File: src/rtl/core/mipd_pkg.sv
// Shared constants and types for the minimum-image pair distance core.
`timescale 1ns / 1ps

package mipd_pkg;

	// Default coordinate width in bits (signed fixed point).
	localparam int COORD_WIDTH_DEF = 32;

	// Register stages inside each datapath unit.
	localparam int AXIS_STAGES   = 3;
	localparam int SQUARE_STAGES = 2;
	localparam int SUM_STAGES    = 1;

	// Configuration register indexes.
	localparam int CFG_IDX_W = 2;

	typedef enum logic [CFG_IDX_W-1:0] {
		CFG_PERIODIC = 2'd0,
		CFG_BOX_X    = 2'd1,
		CFG_BOX_Y    = 2'd2,
		CFG_BOX_Z    = 2'd3
	} cfg_idx_t;

endpackage

File: src/rtl/core/mipd_isqrt.sv
// Pipelined integer square root, one result bit per register stage.
`timescale 1ns / 1ps

module mipd_isqrt #(
	parameter int COORD_WIDTH = mipd_pkg::COORD_WIDTH_DEF
) (
	input  logic                       clk,
	input  logic                       en,
	input  logic [2*COORD_WIDTH+1:0]   rad,
	output logic [COORD_WIDTH:0]       root
);

	localparam int R  = COORD_WIDTH + 1;
	localparam int NW = 2 * R;

	// Stage j holds the partial root after j+1 bits; all but the last stage also hold the remainder and the radicand.
	logic [R-1:0]  root_s [R];
	logic [R:0]    rem_s  [R-1];
	logic [NW-1:0] rad_s  [R-1];

	for (genvar j = 0; j < R; j++) begin : g_step
		logic [R-1:0]  r_in;
		logic [R:0]    rem_in;
		logic [NW-1:0] rad_in;
		logic [R+2:0]  shifted;
		logic [R+2:0]  trial;
		logic [R+2:0]  rem_sub;
		logic          fits;

		if (j == 0) begin : g_first
			assign r_in   = '0;
			assign rem_in = '0;
			assign rad_in = rad;
		end else begin : g_next
			assign r_in   = root_s[j-1];
			assign rem_in = rem_s[j-1];
			assign rad_in = rad_s[j-1];
		end

		assign shifted = {rem_in, rad_in[2*(R-1-j)+1 -: 2]};
		assign trial   = {1'b0, r_in, 2'b01};
		assign fits    = shifted >= trial;
		assign rem_sub = shifted - trial;

		always_ff @(posedge clk) begin
			if (en) begin
				root_s[j] <= {r_in[R-2:0], fits};
			end
		end

		if (j < R - 1) begin : g_carry
			always_ff @(posedge clk) begin
				if (en) begin
					rad_s[j] <= rad_in;
					rem_s[j] <= fits ? rem_sub[R:0] : shifted[R:0];
				end
			end
		end
	end

	assign root = root_s[R-1];

endmodule

File: config.mk
export PLATFORM = sky130hd
export DESIGN_NAME = mipd_isqrt
export DESIGN_NICKNAME = d
export VERILOG_FILES = /design/src/rtl/core/mipd_pkg.sv /design/src/rtl/core/mipd_isqrt.sv
export SDC_FILE = /design/constraint.sdc
export NUM_CORES = 2
export LEC_CHECK = 0
export BUFFER_PORTS_ARGS = -buffer_cell sky130_fd_sc_hd__buf_2
export CORE_MARGIN = 4
export CORE_UTILIZATION = 55
export DETAILED_ROUTE_END_ITERATION = 7
export GPL_ROUTABILITY_DRIVEN = 0
export PLACE_DENSITY = 0.78
export SYNTH_ARGS = -nofsm -noshare
export SYNTH_HDL_FRONTEND = slang
export SYNTH_MEMORY_MAX_BITS = 65536
export SYNTH_SLANG_ARGS = --single-unit
File: constraint.sdc
create_clock -name clk -period 5.9 [get_ports clk]
set_input_delay 0.295 -clock clk [delete_from_list [all_inputs] [get_ports clk]]
set_output_delay 0.295 -clock clk [all_outputs]
set_load 0.02 [all_outputs]
; ---- Word-level counts from Yosys, hierarchy flattened
; Memories as Yosys holds them, arrays and structs flattened.
; Cells that the tools add are included.
[word_totals]
out_inout_bits = 33
register_bits = 0
mem_bits_rw = 4289
word_cells = 102
memories = 3
inputBits = 68
[mem_list]
columns = memory, words, width, rd, rd_ports_with_merged_regs, wr, line
row1 = rad_s, 32, 66, 32, 0, 32, mipd_isqrt.sv:19  ; logic [NW-1:0] rad_s [R-1];
row2 = root_s, 33, 33, 33, 0, 33, mipd_isqrt.sv:17  ; logic [R-1:0] root_s [R];
row3 = rem_s, 32, 34, 32, 0, 32, mipd_isqrt.sv:18  ; logic [R:0] rem_s [R-1];
[classes]
n_mux = 34
n_lt_le_gt_ge = 33
add_sub_neg = 32
[ops]
columns = operator, n
row1 = 36-bit by 35-bit >= comparator with 1-bit output, 32
row2 = 34-bit 2-to-1 mux, 32
row3 = 34-bit subtractor, 31
row4 = 2-bit by 1-bit subtractor with 3-bit output (second input constant), 1
row5 = 2-bit by 1-bit >= comparator with 1-bit output (second input constant), 1
row6 = 1-bit 2-to-1 mux, 2

; ---- Logic depth before layout (Yosys ltp)
; An unclocked memory read counts as a cell.
[depth]
depth_word = 3
mapped_depth = 14
depth_no_buf = 13

; ---- Least setup slack after synthesis
; Ideal clock, no wire load.
[synth_path]
path_kind = reg-to-reg
from = mem rem_s[14][16] in the netlist's numbering
to = mem rem_s[15][8] in the netlist's numbering (data pin)
n_path_buf = 1
t_required_ps = 5640
arrival_time_ps = 3546
slack_ps = 2094
setup_time_ps = 260
path_stages_with_launch = 10
synth_period_minus_slack_ps = 3806
path_cell_list = edfxtp_1 or3_1 or3_1 or4_1 or4_1 or3_1 or3_4 a211oi_4 buf_4 mux2_2
[synth_lines]
columns = element, line
row1 = from (decl), mipd_isqrt.sv:18

==> metrics <==
final setup fails=0; synth cell count leaders=edfxtp_1, inv_1, nand2_1; synthesis-stage register bit count=approximately 2700; Syn. warnings=0; largest cells by area after synthesis=edfxtp_1, ha_1, xor2_1; I/O pins=~100; number of global-route vias before repair=73300; leakage=around 52 nW; clock tree sinks=roughly 2700; Layout Skew=between 0.07 and 0.08 ns; Worst Path Max Fanout=9; drt first pass iters=7; Synth Flop Type=edfxtp_1; Root Buffer=clkbuf_16; CTS H-tree depth=5; Overall Global Routing Usage=around 20%; Pins Over Slew Limit=0; RSZ-0062 raised after global routing=no; Cells after Synth=about 9500; Post-Syn Nets=about 10000; most frequent cell after synthesis=edfxtp_1; WL final=~240000 µm; IO Port Bufs=100; Die Ht=around 480 µm; Max Cap Viol=0; nature of the critical path startpoint=register; final cycle utilization of the critical path=74.4%; violation count after the first detailed-route iteration=just under 7000; share of the synthesized area in the top cell type=between 60% and 70%; dominant cell type by area after synthesis=edfxtp_1; global-route wire length before repair=378000 µm; clock transition at the registers of the reported paths=roughly 0.06 ns; outcome=finished clean; largest net degree at the start of global routing=slightly below 200; final worst slack=1.51 ns; CTS Buf Count=approximately 290; final hold violation count=0; Avg Cell Area, Syn=13.0 µm²; Worst VDD drop=0.317 mV; Worst EP required=6.58 ns; # Post-CTS Setup Buffers=0; Post-synth ARST share=0%; Hold Path Class=primary input to register; DR WL/cell=approximately 18 µm; Max Root-Sink Buffers=4; Clk Latency, worst-skew pair=just over 0.9 ns; fraction of layout instances using a drive strength above 1=7.00%; CTS tree=yes; Critical Path Sink Type=register; Relative slew margins=25.5%; Via-to-Cell Ratio=between 5 and 6; f_max=between 200 and 250 MHz; setup TNS=0 ns; fillers=16300; PwrDens=between 300 and 400 nW/µm²; Post-synth EDFFs=approximately 2700; post-synth cell types=82; fin util=61.5%; Die X=between 400 and 500 µm; post-synthesis sequential area ratio=64.9%; Die ar.=approximately 230000 µm²; fin crit period=between 4 and 5 ns; Final Total Pwr=~54 mW; Rows=173; DRC viols=0; HPWL Detailed=around 160000 µm; CORE AREA=about 220000 µm²; pre-CTS setup slack=around 1.6 ns; kind of critical path=register to register; Worst Path Arrival=roughly 5 ns; Slew @ Worst Pin=about 1.1 ns; initial antenna violation count=1; post-route ant nets=0; Area growth, synth to finish=11.3%; Initial Util=around 55%; Vias=74700; global route overflow=0; fin nets=roughly 10000; mapped cell area=123000 µm²
## worst max-delay path: stages, from the launching register on
cell	delay, ns
edfxtp_1	0.44
or4_1	0.61
nor2_1	0.27
nand2_1	0.12
nor2_1	0.31
nand2_1	0.19
or3_1	0.50
o311ai_0	0.93
nor2_1	0.36
nor4b_1	0.27
xor2_1	0.14
## worst paths after layout
kind,startpoint,endpoint,slack [ns],depth (start not counted)
max,rem_s[7][12],rem_s[8][31],1.51,10
min,rad[9],rad_s[0][9],0.09,2
max reg2reg,rem_s[7][12],rem_s[8][31],1.51,10
min reg2reg,rad_s[8][70],rad_s[9][4],0.37,0
## power by group
group	internal [mW]	switching [mW]	leakage (nW)
Combinational	4.63	6.38	22.5
Sequential	23.9	1.52	25.5
Clock	10.1	6.98	4.32
## registers in the layout, indices dropped and copies added (netlist names)
signal / cells
root_s: 561
rem_s: 1037
rad_s: 1056
## through the flow
stage,cells,instance area (µm²),hold slack (ns)
global route,13000,137000,0.0353
global placement,12400,127000,0.400
finish,13000,137000,0.0928
CTS,13000,137000,0.00177
detailed placement,12400,127000,0.405
floorplan,9483,123000,0.394
## cell type report
type | instances | area [µm²] | share of cell area, %
Tap cell | 2975 | 3720 | 2.72
Antenna cell | 1 | 2.50 | 0.00183
Clock inverter | 143 | 1350 | 0.988
Multi-Input combinational cell | 5892 | 39700 | 29.0
Sequential cell | 2654 | 79700 | 58.3
Timing Repair Buffer | 239 | 1960 | 1.43
Clock buffer | 352 | 7530 | 5.51
Inverter | 749 | 2810 | 2.06
## placed cells by master (no fill, tap or decap), types with 18 or more instances in the layout
| cell | count |
|---|---|
| o21bai_1 | 53 |
| xnor2_1 | 429 |
| nand4b_1 | 18 |
| buf_2 | 99 |
| a21o_1 | 265 |
| clkinv_2 | 39 |
| bufinv_16 | 24 |
| buf_4 | 48 |
| nor2_1 | 529 |
| nand3b_1 | 22 |
| nor2b_1 | 79 |
| a21oi_1 | 576 |
| nand4_1 | 103 |
| or2_2 | 53 |
| nand3_1 | 138 |
| and3_1 | 54 |
| clkinv_1 | 55 |
| edfxtp_1 | 2654 |
| and2_1 | 44 |
| inv_1 | 748 |
| o21ai_0 | 560 |
| xor2_1 | 443 |
| mux2_2 | 59 |
| o31ai_1 | 59 |
| clkbuf_16 | 292 |
| clkbuf_1 | 60 |
| nor3_1 | 222 |
| buf_12 | 18 |
| a31oi_1 | 43 |
| or3_1 | 106 |
| o21a_1 | 97 |
| dlygate4sd3_1 | 74 |
| o211ai_1 | 24 |
| or4_1 | 47 |
| nor4_1 | 113 |
| nand2_1 | 706 |
| ha_1 | 596 |
| nand2b_1 | 131 |
| a211oi_1 | 46 |
## metal layers
| metal | track usage [%] | up-vias | share of wire, % | routed length [µm] |
|---|---|---|---|---|
| met1 | 25.5 | 35700 | 41 | 96800 |
| met5 | 0 | - | 0 | 0 |
| met2 | 34.1 | 2616 | 49 | 115000 |
| li1 | - | 35700 | - | - |
| met4 | 8.42 | 0 | 4.4 | 10300 |
| met3 | 3.28 | 730 | 5.7 | 13400 |
## cell families after synthesis
logic type	count (synthesis)	synth area share [%]
multiplexers	74	0.663
flip-flops	2654	64.9
adder cells (fa/ha/maj)	596	6.07
buffers and inverters	937	2.87
AO/OA/AOI/OAI	1926	9.63
XOR/XNOR	872	6.22
AND/OR/NAND/NOR	2423	9.66
other	1	0.00305
## repair_timing
action / CTS / global route
resized for setup: 0 / 0
hold buffers: 74 / 0
hold endpoints to repair: 140 / 0
Power figures use the tool's default switching activity.
