<file path="config.mk">
export PLATFORM = sky130hd
export DESIGN_NAME = mipd_square
export DESIGN_NICKNAME = d
export VERILOG_FILES = /design/src/rtl/core/mipd_pkg.sv /design/src/rtl/core/mipd_square.sv
export SDC_FILE = /design/constraint.sdc
export NUM_CORES = 2
export LEC_CHECK = 0
export ABC_CLOCK_PERIOD_IN_PS = 20100
export BUFFER_PORTS_ARGS = -buffer_cell sky130_fd_sc_hd__buf_2
export CORE_ASPECT_RATIO = 2
export CORE_MARGIN = 3
export CORE_UTILIZATION = 60
export CTS_CLUSTER_SIZE = 12
export DETAILED_ROUTE_END_ITERATION = 10
export PLACE_DENSITY = 0.77
export SLEW_MARGIN = 20
export SYNTH_ARGS = -nofsm -noshare
export SYNTH_HDL_FRONTEND = slang
export SYNTH_SLANG_ARGS = --single-unit
</file>
<file path="constraint.sdc">
create_clock -name clk -period 20.1 [get_ports clk]
set_input_delay 2.01 -clock clk [delete_from_list [all_inputs] [get_ports clk]]
set_output_delay 2.01 -clock clk [all_outputs]
set_load 0.05 [all_outputs]
</file>
<file path="src/rtl/core/mipd_pkg.sv">
// Shared constants and types for the minimum-image pair distance core.
`timescale 1ns / 1ps

package mipd_pkg;

	// Default coordinate width in bits (signed fixed point).
	localparam int COORD_WIDTH_DEF = 32;

	// Register stages inside each datapath unit.
	localparam int AXIS_STAGES   = 3;
	localparam int SQUARE_STAGES = 2;
	localparam int SUM_STAGES    = 1;

	// Configuration register indexes.
	localparam int CFG_IDX_W = 2;

	typedef enum logic [CFG_IDX_W-1:0] {
		CFG_PERIODIC = 2'd0,
		CFG_BOX_X    = 2'd1,
		CFG_BOX_Y    = 2'd2,
		CFG_BOX_Z    = 2'd3
	} cfg_idx_t;

endpackage

</file>
<file path="src/rtl/core/mipd_square.sv">
// Squarer built from three half-width partial products, two register stages.
`timescale 1ns / 1ps

module mipd_square #(
	parameter int COORD_WIDTH = mipd_pkg::COORD_WIDTH_DEF
) (
	input  logic                       clk,
	input  logic                       en,
	input  logic [COORD_WIDTH:0]       mag,
	output logic [2*COORD_WIDTH+1:0]   sq
);

	localparam int M = COORD_WIDTH + 1;
	localparam int K = (M + 1) / 2;
	localparam int H = M - K;

	logic [H-1:0]     mag_hi;
	logic [K-1:0]     mag_lo;
	logic [2*H-1:0]   hh;
	logic [H+K-1:0]   hl;
	logic [2*K-1:0]   ll;
	logic [2*H-1:0]   hh_s1;
	logic [H+K-1:0]   hl_s1;
	logic [2*K-1:0]   ll_s1;
	logic [2*M-1:0]   sq_s2;

	assign mag_hi = mag[M-1:K];
	assign mag_lo = mag[K-1:0];
	assign hh = {{H{1'b0}}, mag_hi} * {{H{1'b0}}, mag_hi};
	assign hl = {{K{1'b0}}, mag_hi} * {{H{1'b0}}, mag_lo};
	assign ll = {{K{1'b0}}, mag_lo} * {{K{1'b0}}, mag_lo};

	// (h*2^K + l)^2 = h^2*2^2K + 2hl*2^K + l^2
	always_ff @(posedge clk) begin
		if (en) begin
			hh_s1 <= hh;
			hl_s1 <= hl;
			ll_s1 <= ll;
			sq_s2 <= {hh_s1, {(2*K){1'b0}}}
				+ {{(2*M-(H+2*K+1)){1'b0}}, hl_s1, {(K+1){1'b0}}}
				+ {{(2*H){1'b0}}, ll_s1};
		end
	end

	assign sq = sq_s2;

endmodule

</file>
==> After elaboration in Yosys (flattened, before gate mapping) <==
Index checks and enable logic that the tools add are counted.
{ "totals": {"inputBits": 35, "latch_bits": 0, "register_bits": 165, "n_memories": 0, "romBits": 0, "ramBits": 0} }
{ "classes": {"div_mod_pow": 0, "multipliers": 3, "order_cmp": 0, "n_reduce_logical": 0, "muxes": 0, "bitwise_logic": 0, "n_addsub": 2, "eq_ne": 0, "shift": 0} }
{ "op_table": {"columns": ["op", "n"], "rows": [
  ["adder 66 x 34 -> 66 bit", 1],
  ["adder 66 x 51 -> 66 bit", 1],
  ["multiplier 17 x 17 -> 34 bit", 1],
  ["multiplier 16 x 17 -> 33 bit", 1],
  ["multiplier 16 x 16 -> 32 bit", 1]
]} }

==> Depth between registers and ports, before layout <==
{ "logic_depth": {"word_depth": 2, "mapped_depth": 25, "ltp_nobuf": 24} }

==> Least setup slack after synthesis <==
Ideal clock, no wire load.
{ "synth_path": {"kind": "input to register", "start": "input mag[9]", "end": "register hl_s1[32], data pin", "slack_ps": 12143, "n_path_buf": 2, "cell_stages": 22, "arrival_ps": 7692, "setup_ps": 265, "required_ps": 19835, "path_cell_list": "clkbuf_1 -> clkbuf_1 -> nand2_1 -> fa_1 -> fa_1 -> fa_1 -> inv_1 -> fa_1 -> fa_1 -> inv_1 -> fa_1 -> inv_1 -> ha_1 -> nand3_1 -> nor3_1 -> o211ai_1 -> a31oi_1 -> a41oi_1 -> o21ai_0 -> and4_1 -> a221oi_1 -> xnor2_1"} }
{ "synth_via": {"elab_chain_cells": 1} }
{ "synth_rtl": {"columns": ["element", "line_no", "text"], "rows": [
  ["from (decl)", "mipd_square.sv:9", "input logic [COORD_WIDTH:0] mag,"],
  ["multiplier 16 x 17 -> 33 bit", "mipd_square.sv:30", "assign hl = {{K{1'b0}}, mag_hi} * {{H{1'b0}}, mag_lo};"],
  ["via hl[32]", "mipd_square.sv:20", "logic [H+K-1:0] hl;"],
  ["to (signal assigned)", "mipd_square.sv:37", "hl_s1 <= hl;"],
  ["to (decl)", "mipd_square.sv:23", "logic [H+K-1:0] hl_s1;"]
]} }
The timed path passes the listed nets, and every way through them passes these cells.
A chain may end at the register's enable or synchronous reset.

==> Worst setup path after layout <==
{ "layout_path": {"start": "input mag[29]", "end": "register hh_s1[30], data pin"} }
{ "layout_via": {"elab_chain_cells": 1} }
{ "layout_rtl": {"columns": ["element", "line_no", "text"], "rows": [
  ["multiplier 16 x 16 -> 32 bit", "mipd_square.sv:29", "assign hh = {{H{1'b0}}, mag_hi} * {{H{1'b0}}, mag_hi};"],
  ["via hh[30]", "mipd_square.sv:19", "logic [2*H-1:0] hh;"],
  ["to (signal assigned)", "mipd_square.sv:36", "hh_s1 <= hh;"],
  ["to (decl)", "mipd_square.sv:22", "logic [2*H-1:0] hh_s1;"]
]} }
The timed path passes the listed nets, and every way through them passes these cells.

==> results.tsv <==
metric	value	unit
Port Buffer Count	99	
Data required, critical path	20330	ps
delay of the slowest critical-path stage	670	ps
global-route wire length before repair	133	mm
post-DR vias/cell	5.80	
Setup Skew	31.2	ps
routed length per instance	20.8	um
setup TNS	0	ps
global-route total usage across every layer	31.1	%
startpoint types	primary input	
Crit-path slowest cell	or4_1	
DRC viols	0	
Final HPWL DP	63.8	mm
total number of vias	22800	
deepest clock path buffer count	2	
Final Wtd Congestion	0.982	
CTS Sinks	162	
Die Wd	167	um
Rel. slew slack	28.9	%
Initial Util	60.9	%
Placement Rows	117	
worst min-delay path category	flip-flop to flip-flop	
worst path bufs/invs	4	
CTS tree	yes	
largest cells by area after synthesis	fa_1 (36%), edfxtp_1 (16%), ha_1 (14%)	
critical path class	primary input to flip-flop	
Layout area overhead	4.88	%
critical-path cell list	buf_2, clkinv_1, nor2_1, inv_1, fa_1, inv_1, ha_1, a21o_1, fa_1, fa_1, fa_1, ha_1, ha_1, a21o_1, a21o_1, a21o_1, a21oi_1, o21ai_0, or4_1, a41o_1, a21oi_2, xnor2_1	
status	finished clean	
clock-pin slew on the worst setup and hold paths	80	ps
post-route ant nets	0	
post-synth cell types	69	
#FFs+latches synth	162	
mapped cell area	31200	um^2
DR iter-0 viols	1280	
Async SR Flop Fraction	0	%
vias in the first global route	26200	
crit-path max FO	26	
root buf cell	clkbuf_16	
syn_area_per_cell	9.57	um^2
crit end category	flip-flop	
f_max	0.112	GHz
Crit path max-delay family	adder cells	
EDFF count, synth	162	
Inserted Clock Buffers	17	
DIE HEIGHT	329	um
pin count of the biggest net entering global routing	76	
WL final	81.7	mm
Yosys top cell by area	fa_1	
grt ovf	0	
ratio of final minimum period to clock period	44.4	%
final hold vios	0	
top cell type's share of synthesized area	36.2	%
maxcap violations	0	
nets	4212	
setup-violating endpoint count in the final report	0	
worst-margin pin slew	1060	ps
layout cells sized above 1	4.88	%
die footprint	55000	um^2
first-pass detailed-route iteration total	5	
Synth Flop Type	edfxtp_1	
H-tree depth	4	
RSZ-0062 raised after global routing	false	
Max Slew Vio Count	0	
warning count from the yosys run	0	
Post-Synthesis Cells	3262	
sequential area share after synthesis	15.6	%
crit path DAT	9160	ps
Synth Net Count	4207	
cts hold-fix bufs	0	
initial antenna violation count	3	
Clock Latency Late Sink	480	ps
IO Pins	101	
core area	51200	um^2
cts repair resizes	0	
post-CTS setup buffers	0	
Tmin final	8930	ps
## cell usage after synthesis, drive strengths merged, types with 53 or more instances
library cell and n:
a21o 53, a21oi 111, and2 208, clkbuf 119
edfxtp 162, fa 565, ha 345, inv 792
nand2 365, nor2 95, o21ai 61, xnor2 105
## cell families after synthesis
group           Yosys count  synth area share (%)
flops                   162                  15.6
fa+ha+maj               910                  50.1
xor+xnor                143                  4.01
buf+inv                 915                  11.0
mux                       2                0.0722
other cells               1                0.0120
simple gates            796                  12.2
compound gates          333                  7.00
## path summary, 6_finish.rpt
path                            cells after the start           startpoint  slack, ps                   to
worst min-delay path                                0  ll_s1[13]$_DFFE_PP_        420     sq[13]$_DFFE_PP_
worst min register to register                      0  ll_s1[13]$_DFFE_PP_        420     sq[13]$_DFFE_PP_
worst max register to register                     12   hl_s1[0]$_DFFE_PP_      16270     sq[64]$_DFFE_PP_
worst max-delay path                               22              mag[29]      11170  hh_s1[30]$_DFFE_PP_
## per-layer routing
layer  vias up  global-route usage, %  part of all wire, %
met5         -                      0                0.016
met4         2                   24.6                  9.5
met3       400                   4.77                  5.0
met2       877                   58.8                   55
met1     11500                   29.2                   30
li1      10000                      -                    -
## worst register-to-register path: stages (launching register included)
cell and delay, ps:
edfxtp_1 400, ha_1 250, inv_1 80, fa_1 210
nor2b_1 70, o31a_1 280, a21oi_1 290, a21oi_1 190
a21o_1 300, a22o_1 260, o41ai_4 830, and3b_1 280
xor2_1 140
## area by class of cell
cell class              count  area, um^2
well taps                 654         818
clock buffers              17         425
flip-flops and latches    162        4860
inverters                 794        2980
clock inverters            15         161
diodes                      2        5.00
multi-input cells        2185       22900
fillers                  4237       18500
repair buffers            107         562
## through the flow
stage	utilization [%]	instance area, um^2	hold slack [ps]	worst slack [ps]	cells
3_3_place_gp	62.7	32100	401	10810	3902
5_1_grt	63.9	32700	432	10950	3935
2_1_floorplan	-	31200	400	12140	3262
4_1_cts	63.9	32700	424	11290	3934
6_report	63.9	32700	423	11170	3936
3_5_place_dp	62.7	32100	405	10810	3902
## layout by cell type, fill, tap and decap left out, drive strengths merged, types with 3 or more instances in the layout
| cell | count |
|---|---|
| ha | 345 |
| o31a | 4 |
| and2 | 208 |
| clkinv | 9 |
| or2 | 5 |
| edfxtp | 162 |
| o21ai | 61 |
| a21o | 53 |
| o21a | 11 |
| nand4 | 18 |
| inv | 800 |
| nor2 | 95 |
| a311oi | 4 |
| nor2b | 17 |
| clkbuf | 17 |
| nor3 | 13 |
| xor2 | 38 |
| nand3b | 3 |
| a221oi | 4 |
| xnor2 | 105 |
| nand2 | 365 |
| nand3 | 23 |
| o2bb2ai | 3 |
| nand2b | 15 |
| o21bai | 17 |
| a2111oi | 3 |
| and4 | 4 |
| a211oi | 15 |
| o211ai | 8 |
| fa | 565 |
| and3 | 20 |
| a21oi | 111 |
| buf | 107 |
| a31o | 5 |
| a31oi | 10 |
## registers in the layout, summed over array words and instances (netlist names)
signal / flops
sq: 65
hh_s1: 31
hl_s1: 33
ll_s1: 33
Power is not shown: default switching activity piles up to over one toggle a cycle in this logic, so the estimate is an artifact.
