--- config.mk ---
export PLATFORM = sky130hd
export DESIGN_NAME = mipd_axis
export DESIGN_NICKNAME = d
export VERILOG_FILES = /design/src/rtl/core/mipd_pkg.sv /design/src/rtl/core/mipd_axis.sv
export SDC_FILE = /design/constraint.sdc
export NUM_CORES = 1
export LEC_CHECK = 0
export ABC_AREA = 1
export BUFFER_PORTS_ARGS = -buffer_cell sky130_fd_sc_hd__buf_4
export CAP_MARGIN = 20
export CORE_ASPECT_RATIO = 1.1
export CORE_MARGIN = 1
export CORE_UTILIZATION = 35
export DETAILED_ROUTE_END_ITERATION = 10
export SLEW_MARGIN = 20
export SYNTH_ARGS = -nofsm -noshare
export SYNTH_HDL_FRONTEND = slang
export SYNTH_SLANG_ARGS = --single-unit
--- constraint.sdc ---
create_clock -name clk -period 5.8 [get_ports clk]
set_input_delay 1.16 -clock clk [delete_from_list [all_inputs] [get_ports clk]]
set_output_delay 1.16 -clock clk [all_outputs]
set_load 0.1 [all_outputs]
--- src/rtl/core/mipd_pkg.sv ---
// Shared constants and types for the minimum-image pair distance core.
`timescale 1ns / 1ps

package mipd_pkg;

	// Default coordinate width in bits (signed fixed point).
	localparam int COORD_WIDTH_DEF = 32;

	// Register stages inside each datapath unit.
	localparam int AXIS_STAGES   = 3;
	localparam int SQUARE_STAGES = 2;
	localparam int SUM_STAGES    = 1;

	// Configuration register indexes.
	localparam int CFG_IDX_W = 2;

	typedef enum logic [CFG_IDX_W-1:0] {
		CFG_PERIODIC = 2'd0,
		CFG_BOX_X    = 2'd1,
		CFG_BOX_Y    = 2'd2,
		CFG_BOX_Z    = 2'd3
	} cfg_idx_t;

endpackage

--- src/rtl/core/mipd_axis.sv ---
// Per-axis difference, magnitude and minimum-image fold, three register stages.
`timescale 1ns / 1ps

module mipd_axis #(
	parameter int COORD_WIDTH = mipd_pkg::COORD_WIDTH_DEF
) (
	input  logic                          clk,
	input  logic                          en,
	input  logic                          periodic,
	input  logic [COORD_WIDTH-2:0]        box_len,
	input  logic signed [COORD_WIDTH-1:0] coord_a,
	input  logic signed [COORD_WIDTH-1:0] coord_b,
	output logic [COORD_WIDTH:0]          mag
);

	localparam int W = COORD_WIDTH;

	logic signed [W:0] diff_s1;
	logic signed [W:0] diff_neg;
	logic [W:0]        mag_s2;
	logic [W:0]        len_ext;
	logic [W+1:0]      mag_twice;
	logic              fold;
	logic [W:0]        folded;
	logic [W:0]        mag_s3;

	assign diff_neg  = -diff_s1;
	assign len_ext   = {2'b00, box_len};
	assign mag_twice = {mag_s2, 1'b0};
	assign fold      = periodic && (mag_twice > {1'b0, len_ext});
	assign folded    = (len_ext >= mag_s2) ? (len_ext - mag_s2) : (mag_s2 - len_ext);

	always_ff @(posedge clk) begin
		if (en) begin
			diff_s1 <= {coord_a[W-1], coord_a} - {coord_b[W-1], coord_b};
			mag_s2  <= diff_s1[W] ? diff_neg : diff_s1;
			mag_s3  <= fold ? folded : mag_s2;
		end
	end

	assign mag = mag_s3;

endmodule

After elaboration in Yosys (flattened, before gate mapping)
Cells that the tools add are included.
{"block": "totals", "register_bits": 99, "inputBits": 98, "elab_cells": 14}
{"block": "op_classes", "n_addsub": 4, "magnitude_cmp": 2, "muxes": 3, "reduce_logical": 1}
{"cell": "$mux W33", "count": 2}
{"cell": "$gt A34 B31 Y1", "count": 1}
{"cell": "$ge A31 B33 Y1", "count": 1}
{"cell": "$neg A33 Y33", "count": 1}
{"cell": "$sub A31 B33 Y33", "count": 1}
{"cell": "$sub A32 B32 Y33", "count": 1}
{"cell": "$sub A33 B31 Y33", "count": 1}
{"cell": "$mux W32", "count": 1}
{"cell": "$logic_and A1 B1 Y1", "count": 1}

Depth between registers and ports, before layout
Gate-level depths: netlist of the first run.
{"block": "logic_depth", "word_depth": 3, "depth_mapped": 19, "ltp_nobuf": 18}

Least setup slack after synthesis of the first run
OpenSTA, ideal clock, no wires.
{"block": "synth_path", "path_type": "input to register", "start": "input coord_a[0]", "end": "register diff_s1[24], data pin", "setup_time_ps": 252, "arrival_time_ps": 2771, "required_ps": 5548, "setup_slack_ps": 2776, "stages": 13, "cell_sequence": "inv_1 -> ha_1 -> fa_1 -> inv_1 -> nand3_1 -> nand2_1 -> a21oi_1 -> o21ai_0 -> nand2_1 -> nand2_1 -> nand2_1 -> nand3_1 -> nand2_1"}
{"block": "synth_via", "elab_chain_cells": 1}
{"element": "start: declaration", "line_no": "mipd_axis.sv:11", "source": "input logic signed [COORD_WIDTH-1:0] coord_a,"}
{"element": "$sub A32 B32 Y33", "line_no": "mipd_axis.sv:35", "source": "diff_s1 <= {coord_a[W-1], coord_a} - {coord_b[W-1], coord_b};"}
{"element": "end signal: assignment", "line_no": "mipd_axis.sv:35"}
{"element": "end: declaration", "line_no": "mipd_axis.sv:18", "source": "logic signed [W:0] diff_s1;"}
No other way between the ends.
A chain may end at the register's enable or synchronous reset.

Worst setup path in the final report of the first run
{"block": "layout_path", "start": "input box_len[29]", "end": "register mag_s3[22], in the netlist mag[22], data pin"}
{"block": "layout_via", "elab_chain_cells": 3, "word_cells_on_any_way": 5}
{"element": "start: declaration", "line_no": "mipd_axis.sv:10", "source": "input logic [COORD_WIDTH-2:0] box_len,"}
{"element": "$ge A31 B33 Y1 or $gt A34 B31 Y1 (tied branches)", "line_no": "mipd_axis.sv:31, mipd_axis.sv:30"}
{"element": "$mux W33 or $logic_and A1 B1 Y1 (tied branches)", "line_no": "mipd_axis.sv:31, mipd_axis.sv:30"}
{"element": "$mux W33 *", "line_no": "mipd_axis.sv:37", "source": "mag_s3 <= fold ? folded : mag_s2;"}
{"element": "end signal: assignment", "line_no": "mipd_axis.sv:37"}
{"element": "end: declaration", "line_no": "mipd_axis.sv:25", "source": "logic [W:0] mag_s3;"}
Every way passes the cells marked *; elsewhere a longest branch is shown, timed or not.

==> results of run 1 <==
==> metrics by stage <==
| stage | std cells | worst slack [ns] | util | area [sq um] |
|---|---|---|---|---|
| floorplan | 1954 | 2.78 | - | 12200 |
| detailed placement | 2492 | 1.52 | 0.395 | 13500 |
| global placement | 2492 | 1.57 | 0.395 | 13500 |
| CTS | 2508 | 1.91 | 0.404 | 13800 |
| finish | 2508 | 1.94 | 0.404 | 13800 |
| global route | 2508 | 1.73 | 0.404 | 13800 |
==> state kept, by name (all words and copies together), names as in the netlist <==
name,flops
diff_s1,33
mag,33
mag_s2,33
==> worst max-delay path by stage <==
stage                  end  slack (ns)  cells after the start
3_3_place_gp       mag[22]        1.57                     13
4_1_cts            mag[22]        1.91                     13
3_5_place_dp       mag[22]        1.52                     13
6_report           mag[22]        1.94                     13
2_1_floorplan  diff_s1[24]        2.78                     13
5_1_grt            mag[22]        1.73                     13
==> placed cells by master (no fill, tap or decap), types with 20 or more instances in the layout <==
| cell | instances |
|---|---|
| nor2_1 | 117 |
| xor2_1 | 69 |
| nor3_1 | 20 |
| nand3_1 | 112 |
| o21ai_0 | 29 |
| edfxtp_1 | 99 |
| nand2_1 | 741 |
| buf_4 | 132 |
| inv_1 | 383 |
| ha_1 | 125 |
| a21oi_1 | 92 |
==> logic make-up after synthesis <==
group,count (synthesis),share of synthesized area
AO/OA/AOI/OAI,171,0.0760
XOR/XNOR,79,0.0566
adder cells (fa/ha/maj),128,0.133
buffers and inverters,426,0.140
flip-flops,99,0.243
AND/OR/NAND/NOR,1051,0.352
==> metal layers <==
metal,GRT usage,up-vias
li1,-,6274
met2,0.430,235
met3,0.0215,54
met5,0,-
met4,0.0807,0
met1,0.272,5521
==> final cells by class <==
type                            instances  share of cell area
Sequential cell                        99               0.215
Multi-Input combinational cell       1429               0.546
Timing Repair Buffer                  132              0.0716
Tap cell                              438              0.0396
Clock buffer                           10              0.0165
Inverter                              394               0.107
Clock inverter                          6             0.00506
==> where the power goes <==
| part | total, mW | switching (mW) | internal (mW) |
|---|---|---|---|
| Sequential | 1.07 | 0.106 | 0.965 |
| Clock | 0.651 | 0.310 | 0.341 |
| Combinational | 2.16 | 1.51 | 0.650 |
| Total | 3.88 | 1.93 | 1.96 |
==> worst max-delay path, stage by stage <==
cell and delay [ns]:
buf_4 0.09, inv_1 0.05, ha_1 0.30, nand2_1 0.09, nor2_1 0.05, nand2_1 0.27, inv_1 0.08, a21oi_1 0.36
nand3_1 0.14, nand2_2 0.44, inv_2 0.53, nand3_1 0.32, nand2_1 0.07
==> impl_metrics.tcl, run 1 <==
set metrics [dict create \
    firstDrtPassIters 5 \
    syn_inst 1954 \
    startpoint "box_len[29]" \
    fin_crit_ns 3.86 \
    holdPathStages 0 \
    min_to "mag_s2[0]" \
    syn_area_per_cell_sq_um 6.26 \
    io_pins 131 \
    seq_area_frac_synth 0.243 \
    setup_violations 0 \
    reg2reg_setup_slack_ns 2.32 \
    ys_seq_elements 99 \
    yosysMostFrequentCell "nand2_1" \
    power_mw 3.88 \
    crit_path_end_kind "register" \
    post_cts_buffers 0 \
    vdd_drop_max_v 0.000155 \
    yosys-top-cells-count "741 x nand2_1, 383 x inv_1, 125 x ha_1" \
    worstMarginPinSlew_ns 0.962 \
    fp.dieW_um 180 \
    finalCritPeriodShare 0.665 \
    grt_pass1_vias 11900 \
    wl_met3_um 1330 \
    critPathKind "in -> reg" \
    cts_tree "done" \
    cts_buffers 9 \
    pwr_density_cell_nw_per_um2 281 \
    r2r-end "mag[22]" \
    wl_met1_um 17600 \
    yosysTopAreaCell "edfxtp_1" \
    grt_pass1_wl_um 63000 \
    num_antenna_cells 0 \
    wl_met2_um 20400 \
    drive_above_1_share 0.0899 \
    syn-num-nets 2180 \
    die_area_sq_um 35700 \
    core_area_sq_um 34300 \
    clk_latency_ns 0.37 \
    r2r_start "mag_s2[28]" \
    drc 0 \
    ctsHoldBuffers 0 \
    slew_viol_final 0 \
    synth.top_cell.area_share 0.243 \
    skew_ns 0.0141 \
    area_growth_pct 13.2 \
    grt_use_total 0.230 \
    cp.arrival_ns 3.97 \
    finalHoldViolations 0 \
    gp_congestion 0.949 \
    cts_root_buf "clkbuf_16" \
    clock_path_buffers 2 \
    wl_per_cell_um 16.1 \
    worst_r2r_path_depth 11 \
    synthFlopType "edfxtp_1" \
    start_util 0.357 \
    synth_warnings 0 \
    cts_resized 0 \
    async_flop_share 0 \
    fin_setup_tns_ns 0 \
    hold_ws_ns 0.460 \
    synth_edf_count 99 \
    finalWirelength_um 40500 \
    hp-class "reg -> reg" \
    final_nets 2291 \
    cellLeakagePower_nw 7.68 \
    yosys-top-cells-area "edfxtp_1 24%, nand2_1 23%, ha_1 13%" \
    hold_start "diff_s1[0]" \
    viasPerCell 4.82 \
    rows 71 \
    clock.fmax_mhz 259 \
    die_h_um 198 \
    io_buffer_count 130 \
    multiInputGateArea_sq_um 7550 \
    cp-start-kind "input port" \
    crit_path_max_fanout 48 \
    antenna_found_initial 0 \
    clkTransAtPathRegs_ns 0.07 \
    fillCellCount 3708 \
    grt_overflow 0 \
    maxSlewHeadroom 0.358 \
    rsz0062_at_grt "no" \
    highest_layer "met4" \
    ys_types 43 \
    htree_levels 3 \
    cp.required_ns 5.92 \
    regArea_sq_um 2970 \
    outcome "finished, final reports clean" \
    drv_cap 0 \
    antenna_left 0 \
    grt_max_degree 56 \
    vias 12100 \
    netlist_area_sq_um 12200 \
    drt_iter0_drc 624 \
    clock-sinks 99 \
    dp_hpwl_um 34100 \
]
(Power assumes the default switching activity.)
==> inputs of run 2 (changes only) <==
clock period = 3.26 ns   (was 5.8 ns; I/O delays follow)
==> impl_metrics.tcl, run 2 (synthesis gave the netlist of run 1 again) <==
set metrics [dict create \
    outcome "finished, final reports clean" \
    fp.dieW_um 180 \
    antenna_found_initial 0 \
    internal_power_mw 3.55 \
    post_cts_buffers 0 \
    rows 71 \
    drv_cap 0 \
    final_nets 2315 \
    die_h_um 198 \
    cellLeakagePower_nw 7.83 \
    p_comb_frac 0.561 \
    grt_overflow 0 \
    cp_slowest_cell "edfxtp_1" \
    critPathMostFrequentCell "nand2_1" \
    vdd_drop_max_v 0.000230 \
    htree_levels 3 \
    start_util 0.357 \
    cp.arrival_ns 3.05 \
    io_buffer_count 130 \
    netSwitchingPower_mw 3.44 \
    die_area_sq_um 35700 \
    area_growth_pct 15.0 \
    drt_iter0_drc 671 \
    cp.required_ns 3.47 \
    grt_use_total 0.226 \
    critPathKind "reg -> reg" \
    core_area_sq_um 34300 \
    clock.fmax_mhz 352 \
    clock-sinks 99 \
    ctsHoldBuffers 0 \
    startpoint "mag_s2[23]" \
    crit_path_max_fanout 30 \
    dp_hpwl_um 34100 \
    pwr_density_cell_nw_per_um2 497 \
    clkTransAtPathRegs_ns 0.09 \
    path_delay_family "simple AND/OR/NAND/NOR gates" \
    grt_max_degree 44 \
    fin_crit_ns 2.84 \
    drive_above_1_share 0.101 \
    cp-start-kind "register" \
    numPlacedInstances 2516 \
    io_pins 131 \
    wl_per_cell_um 15.8 \
    rsz0062_at_grt "no" \
    grt_pass1_vias 11800 \
    grt_pass1_wl_um 62100 \
    clk_latency_ns 0.37 \
    viasPerCell 4.80 \
    finalWirelength_um 40000 \
    antenna_left 0 \
    hp-class "reg -> reg" \
    setup_violations 0 \
    path_cells "ha_1, nand2_1, inv_1, nand2_1, nand2_1, inv_2, nand2_1, nand2_1, inv_2, nor2_4, nand2_8, inv_4, nand2_1, nand2_1, nand2_1, o21ai_1" \
    fin_setup_tns_ns 0 \
    num_antenna_cells 0 \
    drc 0 \
    power_frac_seq 0.273 \
    clock_path_buffers 2 \
    firstDrtPassIters 5 \
    crit_buf_inv 4 \
    final_common_cell "nand2_1" \
    worstMarginPinSlew_ns 0.547 \
    hold_ws_ns 0.467 \
    skew_ns 0.0166 \
    pwr-share-clk 0.166 \
    slew_viol_final 0 \
    p_sw_frac 0.493 \
    hold_start "diff_s1[0]" \
    stdcell_count 2532 \
    cts_buffers 9 \
    vias 12100 \
    reg2reg_setup_slack_ns 0.42 \
    cts_tree "done" \
    cts_resized 0 \
    r2r_start "mag_s2[23]" \
    maxSlewHeadroom 0.635 \
    gp_congestion 0.963 \
    finalHoldViolations 0 \
    crit_path_end_kind "register" \
    final_cell_mix "741 x nand2_1, 383 x inv_1, 153 x buf_4" \
    cpPeakStageDelay_ns 0.57 \
    finalCritPeriodShare 0.872 \
    cts_root_buf "clkbuf_16" \
]
==> run 2: stage by stage <==
step | setup slack, ns | util | area, sq um | power, mW
2_1_floorplan | 0.744 | - | 12200 | 4.69
3_3_place_gp | 0.145 | 0.401 | 13800 | 5.82
3_5_place_dp | 0.138 | 0.401 | 13800 | 5.84
4_1_cts | 0.419 | 0.410 | 14100 | 7.02
5_1_grt | 0.222 | 0.410 | 14100 | 7.52
6_report | 0.416 | 0.410 | 14100 | 6.99
==> run 2: final timing paths <==
path	endpoint	cells after the start
min reg2reg	mag_s2[0]	0
min	mag_s2[0]	0
max reg2reg	mag[7]	16
max	mag[7]	16
==> run 2: cell type report <==
cell class              instances  area, sq um
clock buffers                   9          225
clock inverters                 7         82.6
fillers                      3715        20200
inverters                     394         1480
multi-input cells            1429         7550
flip-flops and latches         99         2970
well taps                     438          548
repair buffers                156         1210
==> run 2: layer usage <==
layer / wire (um) / vias to the layer above / global-route usage
met1: 17300 / 5479 / 0.268
met2: 19700 / 273 / 0.416
li1: - / 6324 / -
met3: 1320 / 68 / 0.0180
met5: 0 / - / 0
met4: 1620 / 0 / 0.0997
==> run 2: worst register-to-register path, stage by stage (launching register included) <==
cell	delay, ns
edfxtp_1	0.57
ha_1	0.49
nand2_1	0.21
inv_1	0.06
nand2_1	0.06
nand2_1	0.08
inv_2	0.06
nand2_1	0.07
nand2_1	0.07
inv_2	0.04
nor2_4	0.15
nand2_8	0.07
inv_4	0.33
nand2_1	0.09
nand2_1	0.15
nand2_1	0.08
o21ai_1	0.12
==> run 2: power groups by stage <==
stage	registers, mW	clock network (mW)	logic, mW
floorplan	2.39	0	2.31
global placement	1.94	0	3.89
detailed placement	1.94	0	3.90
CTS	1.91	1.19	3.92
global route	1.93	1.24	4.36
finish	1.91	1.16	3.92
==> inputs of run 3 (changes only) <==
ABC_AREA = not set   (was 1)
SLEW_MARGIN = not set   (was 20)
clock period = 3.45 ns   (was 3.26 ns; I/O delays follow)
==> impl_metrics.tcl, run 3 <==
set metrics [dict create \
    outcome "finished, final reports clean" \
    stdcell_count 1876 \
    start_util 0.359 \
    cellLeakagePower_nw 6.41 \
    grt_max_degree 42 \
    final_cell_mix "389 x buf_4, 120 x inv_1, 115 x ha_1" \
    drv_cap 0 \
    pwr_density_cell_nw_per_um2 495 \
    reg2reg_setup_slack_ns 0.07 \
    syn_area_per_cell_sq_um 8.77 \
    io_buffer_count 130 \
    synth.top_cell.area_share 0.295 \
    crit_path_max_fanout 5 \
    fp.dieW_um 164 \
    crit_path_end_kind "register" \
    num_antenna_cells 0 \
    core_area_sq_um 28000 \
    cts_buffers 9 \
    yosys-top-cells-area "edfxtp_1 30%, ha_1 16%, xnor2_1 6.0%" \
    clkTransAtPathRegs_ns 0.08 \
    critPathKind "reg -> reg" \
    skew_ns 0.0161 \
    drive_above_1_share 0.316 \
    grt_overflow 0 \
    finalWirelength_um 31700 \
    gp_congestion 0.942 \
    hp-class "reg -> reg" \
    ys_seq_elements 99 \
    die_area_sq_um 29500 \
    r2r_start "mag_s2[25]" \
    cts_root_buf "clkbuf_16" \
    antenna_found_initial 0 \
    drc 0 \
    setup_violations 0 \
    synth_edf_count 99 \
    grt_pass1_wl_um 49400 \
    hold_ws_ns 0.531 \
    synthFlopType "edfxtp_1" \
    vdd_drop_max_v 0.000320 \
    ctsHoldBuffers 0 \
    netlist_area_sq_um 10100 \
    ys_types 83 \
    cp-start-kind "register" \
    grt_pass1_vias 9342 \
    clock.fmax_mhz 296 \
    cp.required_ns 3.57 \
    synth_warnings 0 \
    final_nets 1734 \
    dp_hpwl_um 26500 \
    viasPerCell 5.10 \
    die_h_um 180 \
    io_pins 131 \
    yosys-top-cells-count "125 x ha_1, 123 x inv_1, 115 x a21oi_1" \
    syn-num-nets 1374 \
    utilization 0.494 \
    htree_levels 3 \
    finalCritPeriodShare 0.978 \
    clk_latency_ns 0.38 \
    maxSlewHeadroom 0.314 \
    worstSetupEndpoint "mag[16]" \
    slew_viol_final 0 \
    r2r-end "mag[16]" \
    antenna_left 0 \
    cp.arrival_ns 3.49 \
    vias 9568 \
    cts_tree "done" \
    async_flop_share 0 \
    firstDrtPassIters 5 \
    seq_area_frac_synth 0.295 \
    yosysTopAreaCell "edfxtp_1" \
    startpoint "mag_s2[25]" \
    finalHoldViolations 0 \
    grt_use_total 0.216 \
    syn_inst 1148 \
    worst_r2r_path_depth 13 \
    fin_crit_ns 3.38 \
    wl_per_cell_um 16.9 \
    final_common_cell "buf_4" \
    clock_path_buffers 2 \
    worstMarginPinSlew_ns 1.03 \
    yosysMostFrequentCell "ha_1" \
    rows 64 \
    clock-sinks 99 \
    numPlacedInstances 1847 \
    drt_iter0_drc 478 \
    area_growth_pct 37.5 \
]
-- run 3: kinds of logic after synthesis --
group           synth area share
compound gates             0.233
xor+xnor                  0.0713
fa+ha+maj                  0.161
mux                       0.0242
buf+inv                   0.0687
simple gates               0.146
flops                      0.295
-- run 3: final cells by class --
| type | instances | area [sq um] |
|---|---|---|
| clock buffers | 9 | 225 |
| clock inverters | 7 | 75.1 |
| fillers | 2716 | 14200 |
| inverters | 124 | 469 |
| multi-input cells | 879 | 6640 |
| flip-flops and latches | 99 | 2970 |
| well taps | 363 | 454 |
| repair buffers | 395 | 3010 |
-- run 3: where the power goes --
group	switching (mW)	total (mW)	internal (mW)
combinational	2.27	3.96	1.69
sequential	0.185	1.82	1.64
clock	0.502	1.07	0.568
total	2.95	6.85	3.90
-- run 3: timing repair --
| item | 4_1_cts | 5_1_grt |
|---|---|---|
| pin swaps | 0 | 17 |
| endpoints found under the setup margin | 1 | 21 |
| buffers inserted | 0 | 15 |
| resized for setup | 1 | 52 |
-- run 3: worst min path at each step --
stage | from | endpoint | slack (ns) | cells past startpoint
6_report | diff_s1[0] | mag_s2[0] | 0.53 | 0
3_3_place_gp | diff_s1[0] | mag_s2[0] | 0.51 | 0
5_1_grt | diff_s1[0] | mag_s2[0] | 0.57 | 0
3_5_place_dp | diff_s1[0] | mag_s2[0] | 0.53 | 0
4_1_cts | diff_s1[0] | mag_s2[0] | 0.54 | 0
2_1_floorplan | diff_s1[0] | mag_s2[0] | 0.47 | 0
-- run 3: metal layers --
| layer | GRT usage | part of all wire |
|---|---|---|
| met2 | 0.352 | 0.47 |
| met5 | 0 | 0 |
| met4 | 0.0626 | 0.023 |
| met1 | 0.290 | 0.46 |
| met3 | 0.0374 | 0.051 |
-- run 3: through the flow --
stage / setup TNS [ns] / setup WS (ns) / area (sq um) / power, mW
after global placement: -7.30 / -0.401 / 13200 / 5.64
after floorplan: 0 / 0.0930 / 10100 / 4.15
after CTS: 0 / 0.00189 / 13500 / 6.73
after detailed placement: -7.99 / -0.390 / 13200 / 5.65
after global routing: -0.113 / -0.0467 / 13800 / 7.27
final: 0 / 0.0747 / 13800 / 6.85
-- run 3: worst max-delay path, stage by stage, from the launching register on --
cell and delay [ns]:
edfxtp_1 0.49, inv_1 0.07, ha_1 0.21, a21oi_1 0.32, nor2_1 0.07, o31a_1 0.27, and3b_1 0.28, o21ai_2 0.09
nand2_2 0.19, buf_6 0.15, mux2_2 0.37, nand4_1 0.13, o311ai_2 0.10, or3_1 0.35
